[src/hw/rtl/nrsh_pkg.sv]
// ----------------------------------------------------------------------------
// nrsh_pkg
// Shared constants and controller/datapath interface types for the
// nearest ray/segment hit core.
// ----------------------------------------------------------------------------
package nrsh_pkg;

	localparam int MAX_WALLS = 1024;
	localparam int ADDR_W    = (MAX_WALLS > 1) ? $clog2(MAX_WALLS) : 1;
	localparam int COUNT_W   = $clog2(MAX_WALLS + 1);
	localparam int WALL_W    = 128;
	localparam int PROD_W    = 68;
	localparam int U_ITERS   = 31;
	localparam int T_ITERS   = 17;
	localparam int ITER_W    = 5;

	localparam logic [30:0] U_SAT = 31'h7FFF_FFFF;

	// request codes
	localparam logic [1:0] REQ_APPEND = 2'd0;
	localparam logic [1:0] REQ_CLEAR  = 2'd1;
	localparam logic [1:0] REQ_CAST   = 2'd2;

	// multiplier operand pairs
	localparam logic [2:0] MP_DEN_A = 3'd0;
	localparam logic [2:0] MP_DEN_B = 3'd1;
	localparam logic [2:0] MP_TN_A  = 3'd2;
	localparam logic [2:0] MP_TN_B  = 3'd3;
	localparam logic [2:0] MP_UN_A  = 3'd4;
	localparam logic [2:0] MP_UN_B  = 3'd5;
	localparam logic [2:0] MP_LX    = 3'd6;
	localparam logic [2:0] MP_LY    = 3'd7;

	typedef struct packed {
		logic              wr_en;
		logic [ADDR_W-1:0] wr_addr;
		logic              rd_en;
		logic [ADDR_W-1:0] rd_addr;
		logic              cast_init;
		logic              dif_en;
		logic              mul_en;
		logic [2:0]        mul_sel;
		logic              norm_en;
		logic              test_en;
		logic              div_load_u;
		logic              div_load_t;
		logic              div_step;
		logic              take;
	} cmd_t;

	typedef struct packed {
		logic skip;
		logic sat;
		logic better;
	} stat_t;

endpackage

[src/hw/rtl/nrsh_ctrl.sv]
// ----------------------------------------------------------------------------
// nrsh_ctrl
// Controller: request decode, wall count, overflow flag, per-wall
// sequencing of the datapath.
// ----------------------------------------------------------------------------
module nrsh_ctrl (
	input  logic                  clk,
	input  logic                  arst_n,
	input  logic                  start,
	input  logic [1:0]            req_type,
	input  nrsh_pkg::stat_t       stat,
	output nrsh_pkg::cmd_t        cmd,
	output logic                  busy,
	output logic                  done,
	output logic                  table_overflowed
);

	localparam logic [3:0] S_IDLE = 4'd0;
	localparam logic [3:0] S_RD   = 4'd1;
	localparam logic [3:0] S_DIFF = 4'd2;
	localparam logic [3:0] S_MUL  = 4'd3;
	localparam logic [3:0] S_NORM = 4'd4;
	localparam logic [3:0] S_TEST = 4'd5;
	localparam logic [3:0] S_UDIV = 4'd6;
	localparam logic [3:0] S_CMP  = 4'd7;
	localparam logic [3:0] S_TDIV = 4'd8;
	localparam logic [3:0] S_LX   = 4'd9;
	localparam logic [3:0] S_LY   = 4'd10;
	localparam logic [3:0] S_LW   = 4'd11;
	localparam logic [3:0] S_NEXT = 4'd12;
	localparam logic [3:0] S_DONE = 4'd13;

	logic [3:0]                     state_q, state_d;
	logic [nrsh_pkg::COUNT_W-1:0]   count_q, k_q;
	logic [nrsh_pkg::ITER_W-1:0]    it_q;
	logic                           ovf_q, accept, full;

	assign accept = start && (state_q == S_IDLE);
	assign full   = (count_q == nrsh_pkg::COUNT_W'(nrsh_pkg::MAX_WALLS));

	always_comb begin
		cmd         = '0;
		cmd.wr_addr = count_q[nrsh_pkg::ADDR_W-1:0];
		cmd.rd_addr = k_q[nrsh_pkg::ADDR_W-1:0];
		cmd.mul_sel = it_q[2:0];
		state_d     = state_q;
		unique case (state_q)
			S_IDLE: begin
				if (accept && req_type == nrsh_pkg::REQ_APPEND) begin
					cmd.wr_en = !full;
				end
				if (accept && req_type == nrsh_pkg::REQ_CAST) begin
					cmd.cast_init = 1'b1;
					state_d = (count_q == '0) ? S_DONE : S_RD;
				end
			end
			S_RD: begin
				cmd.rd_en = 1'b1;
				state_d = S_DIFF;
			end
			S_DIFF: begin
				cmd.dif_en = 1'b1;
				state_d = S_MUL;
			end
			S_MUL: begin
				cmd.mul_en = (it_q < nrsh_pkg::ITER_W'(6));
				if (it_q == nrsh_pkg::ITER_W'(6)) state_d = S_NORM;
			end
			S_NORM: begin
				cmd.norm_en = 1'b1;
				state_d = S_TEST;
			end
			S_TEST: begin
				cmd.test_en = 1'b1;
				if (stat.skip) begin
					state_d = S_NEXT;
				end else if (stat.sat) begin
					state_d = S_CMP;
				end else begin
					cmd.div_load_u = 1'b1;
					state_d = S_UDIV;
				end
			end
			S_UDIV: begin
				cmd.div_step = 1'b1;
				if (it_q == nrsh_pkg::ITER_W'(nrsh_pkg::U_ITERS - 1)) state_d = S_CMP;
			end
			S_CMP: begin
				if (stat.better) begin
					cmd.take = 1'b1;
					cmd.div_load_t = 1'b1;
					state_d = S_TDIV;
				end else begin
					state_d = S_NEXT;
				end
			end
			S_TDIV: begin
				cmd.div_step = 1'b1;
				if (it_q == nrsh_pkg::ITER_W'(nrsh_pkg::T_ITERS - 1)) state_d = S_LX;
			end
			S_LX: begin
				cmd.mul_en = 1'b1;
				cmd.mul_sel = nrsh_pkg::MP_LX;
				state_d = S_LY;
			end
			S_LY: begin
				cmd.mul_en = 1'b1;
				cmd.mul_sel = nrsh_pkg::MP_LY;
				state_d = S_LW;
			end
			S_LW: begin
				state_d = S_NEXT;
			end
			S_NEXT: begin
				state_d = (k_q + 1'b1 == count_q) ? S_DONE : S_RD;
			end
			S_DONE: begin
				state_d = S_IDLE;
			end
			default: begin
				state_d = S_IDLE;
			end
		endcase
	end

	always_ff @(posedge clk or negedge arst_n) begin
		if (!arst_n) begin
			state_q <= S_IDLE;
			count_q <= '0;
			k_q     <= '0;
			it_q    <= '0;
			ovf_q   <= 1'b0;
		end else begin
			state_q <= state_d;
			if (accept && req_type == nrsh_pkg::REQ_APPEND) begin
				if (full) ovf_q <= 1'b1;
				else count_q <= count_q + 1'b1;
			end
			if (accept && req_type == nrsh_pkg::REQ_CLEAR) begin
				count_q <= '0;
			end
			if (cmd.cast_init) k_q <= '0;
			else if (state_q == S_NEXT) k_q <= k_q + 1'b1;
			if (state_d != state_q) it_q <= '0;
			else it_q <= it_q + 1'b1;
		end
	end

	assign busy             = (state_q != S_IDLE);
	assign done             = (state_q == S_DONE);
	assign table_overflowed = ovf_q;

	a_done_single: assert property (@(posedge clk) disable iff (!arst_n)
		done |=> !done) else $error("done held longer than one cycle");
	a_count_range: assert property (@(posedge clk) disable iff (!arst_n)
		count_q <= nrsh_pkg::COUNT_W'(nrsh_pkg::MAX_WALLS)) else $error("wall count overrun");
	a_read_in_range: assert property (@(posedge clk) disable iff (!arst_n)
		cmd.rd_en |-> (k_q < count_q)) else $error("read of unwritten wall");
	a_ovf_sticky: assert property (@(posedge clk) disable iff (!arst_n)
		ovf_q |=> ovf_q) else $error("overflow flag dropped");
	a_no_write_busy: assert property (@(posedge clk) disable iff (!arst_n)
		cmd.wr_en |-> !busy) else $error("append while busy");

endmodule

[config.mk]
export PLATFORM = sky130hd
export DESIGN_NAME = nrsh_ctrl
export DESIGN_NICKNAME = d
export VERILOG_FILES = /design/src/hw/rtl/nrsh_pkg.sv /design/src/hw/rtl/nrsh_ctrl.sv
export SDC_FILE = /design/constraint.sdc
export NUM_CORES = 1
export LEC_CHECK = 0
export BUFFER_PORTS_ARGS = -buffer_cell sky130_fd_sc_hd__clkbuf_2
export CORE_MARGIN = 4
export CORE_UTILIZATION = 40
export CTS_BUF_LIST = sky130_fd_sc_hd__clkbuf_8
export CTS_CLUSTER_SIZE = 25
export DETAILED_ROUTE_END_ITERATION = 10
export PLACE_DENSITY_LB_ADDON = 0.12
export SYNTH_ARGS = -nofsm -noshare
export SYNTH_HDL_FRONTEND = slang
export SYNTH_SLANG_ARGS = --single-unit
[constraint.sdc]
create_clock -name clk -period 4.1 [get_ports clk]
set_clock_uncertainty 0.1 [all_clocks]
set_input_delay 0.82 -clock clk [delete_from_list [all_inputs] [get_ports clk]]
set_output_delay 0.82 -clock clk [all_outputs]
set_load 0.02 [all_outputs]
==> flow_metrics.py <==
metrics = {
    "run_status": {
        "status": "finished clean",
    },
    "cts": {
        "cts_tree": "built",
        "postCtsSetupBuffers": 0,
        "cts-root-buf": "clkbuf_8",
        "clock_latency_ns": 0.28,
        "post_cts_resized": 0,
        "ctsHoldBuffers": 0,
        "cts_buffers": 5,
        "cts_buffer_depth": 2,
        "cts_sinks": 32,
        "cts_max_level": 2,
        "clkTransAtPathRegs_ns": 0.06,
    },
    "timing": {
        "final-max-slew-violation-count": 0,
        "clock.fmax_mhz": 295,
        "max_slew.worst_pin.slew_ns": 0.824,
        "period_needed_ns": 3.39,
        "rsz0062_at_grt": "false",
        "tns_ns": 0,
        "period_share_pct": 82.7,
        "hold_viol": 0,
        "relSlewSlack_pct": 45.0,
        "setup-violations-final": 0,
    },
    "worst_setup_path": {
        "cp_slowest_cell": "dfrtp_1",
        "r2r-end": "it_q[0]",
        "cp-start-kind": "flip-flop",
        "crit_path_end_kind": "output port",
        "crit_start": "state_q[0]",
        "reg2regPathDepth": 5,
        "cp_cell_sequence": "nor4_2 -> inv_1 -> nor4b_4 -> and2_1 -> clkbuf_2",
        "crit_type": "reg -> out",
        "critical_path_arrival_ns": 2.47,
        "r2r-start": "state_q[0]",
        "endpoint": "cmd[33]",
        "reg2reg_setup_slack_ns": 1.64,
        "crit_required_ns": 3.18,
        "cp_max_fo": 23,
        "slowest_delay_ns": 0.62,
    },
    "detailed_routing": {
        "vias_per_cell": 5.69,
        "firstDrtPassIters": 4,
        "wl_per_cell_um": 15.2,
        "antenna_left": 0,
        "drtIter0Drc": 115,
        "wirelength_um": 5810,
        "drc": 0,
        "via_count": 2172,
    },
    "run": {
        "maxCapViolations": 0,
    },
    "power": {
        "p_per_area_nw_per_um2": 469,
        "p_clk_share_pct": 20.2,
        "swShare_pct": 43.6,
        "seqPwrFrac_pct": 40.1,
        "p_leak_nw": 1.17,
        "pwr-share-comb_pct": 39.7,
        "power.total_mw": 1.20,
        "power_switching_mw": 0.525,
        "ir_worst_vdd_mv": 0.216,
        "p_int_mw": 0.678,
    },
    "die": {
        "dieArea_um2": 7310,
        "initial_core_util_pct": 42.3,
        "die_h_um": 85.5,
        "rows": 27,
        "io_pins": 45,
        "core_area_um2": 5680,
        "die_w_um": 85.5,
    },
    "synthesis": {
        "synth_ff_type": "dfrtp_1",
        "synth_area_per_cell_um2": 8.09,
        "synth_cell_types": 51,
        "postSynthCellCount": 297,
        "synth.cell_area_um2": 2400,
        "ys_warn_count": 0,
        "yosysSeqAreaShare_pct": 33.3,
        "syn_nets": 311,
        "synth_edf_count": 0,
        "async_flop_share_pct": 100,
        "synth-seq-cells": 32,
    },
    "placed_design": {
        "port_buffers": 44,
        "hpwl_um": 4160,
        "placed_cells": 374,
        "gp_congestion": 0.824,
    },
    "grt": {
        "grt_max_degree": 33,
        "grt_pass1_wl_um": 9780,
        "overflow": 0,
        "grt_pass1_vias": 2027,
        "grt_antenna_before_repair": 0,
        "grtUsageTotal_pct": 16.2,
    },
    "layout": {
        "drive_above_1_share_pct": 19.0,
        "fin_nets": 323,
        "seqCellArea_um2": 801,
        "final_core_util_pct": 45.2,
        "mostFrequentLayoutCell": "clkbuf_2",
        "multi_input_area_um2": 1330,
        "fin_cells": 382,
        "antenna_cells": 0,
        "final_cell_mix": "44 x clkbuf_2, 36 x o21ai_0, 32 x dfrtp_1",
        "fill_cells": 558,
        "area_growth_pct": 6.82,
    },
    "worst_hold_path": {
        "hold_path_class": "reg -> reg",
    },
}
## state kept, by name, summed over array words and instances, names as in the netlist
| name | cells |
|---|---|
| count_q | 11 |
| state_q | 4 |
| table_overflowed | 1 |
| k_q | 11 |
| it_q | 5 |
## synth_stat cells (6+ instances only)
cell      number  share of area [%]
o21ai_0       36                7.5
dfrtp_1       32                 33
nand2_1       29                4.5
nor2_1        23                3.6
buf_4         22                6.9
nand3_1       14                2.9
a21oi_1       12                2.5
xnor2_1       12                4.4
inv_1         10                1.6
xor2_1        10                3.6
clkbuf_1       9                1.4
nand4_1        8                2.1
a31oi_1        6                1.6
and3_1         6                1.6
ha_1           6                3.1
nor3_1         6                1.3
## per-stage QoR
| step | hold WS [ns] | setup WS [ns] | area, um^2 |
|---|---|---|---|
| 2_1_floorplan | 0.364 | 1.49 | 2400 |
| 3_3_place_gp | 0.374 | 1.09 | 2480 |
| 3_5_place_dp | 0.383 | 1.02 | 2480 |
| 4_1_cts | 0.400 | 0.699 | 2570 |
| 5_1_grt | 0.421 | 0.524 | 2570 |
| 6_report | 0.390 | 0.710 | 2570 |
## per-layer routing
layer / share of wire (%) / GRT usage (%) / wire (um)
met3: 4.9 / 2.98 / 286
met4: 1.4 / 5.47 / 79
met2: 48 / 26.3 / 2770
met5: 0 / 0 / 0
met1: 46 / 21.7 / 2670
## power by group through the flow
stage               registers [mW]  logic [mW]  clock network, mW
floorplan                    0.408       0.447                  0
global placement             0.484       0.483                  0
detailed placement           0.485       0.480                  0
CTS                          0.480       0.483              0.257
global route                 0.497       0.539              0.269
finish                       0.483       0.477              0.243
## kinds of logic after synthesis
family          share of synthesized area, %
simple gates                            24.7
xor+xnor                                8.02
compound gates                          18.9
flops                                   33.3
fa+ha+maj                               3.12
mux                                    0.469
buf+inv                                 11.4
## worst max-delay path: cells and delay by family (launching register included)
family | cells | cell delay (ns)
flip-flops | 1 | 0.62
AND/OR/NAND/NOR | 3 | 1.24
buffers and inverters | 2 | 0.33
## worst min path at each step
stage                           startpoint                to  cells past startpoint
after floorplan                    k_q[10]           k_q[10]                      1
after global placement    table_overflowed  table_overflowed                      2
after detailed placement  table_overflowed  table_overflowed                      2
after CTS                 table_overflowed  table_overflowed                      2
after global routing      table_overflowed  table_overflowed                      2
final                     table_overflowed  table_overflowed                      2
## area by class of cell
cell class | count | area share, %
timing repair buffer | 44 | 8.58
inverter | 10 | 1.46
multi-input combinational | 216 | 51.7
clock inverter | 2 | 0.293
sequential | 32 | 31.2
clock buffer | 6 | 3.22
tap | 72 | 3.51
No activity file was read; power rests on OpenSTA's default activity.
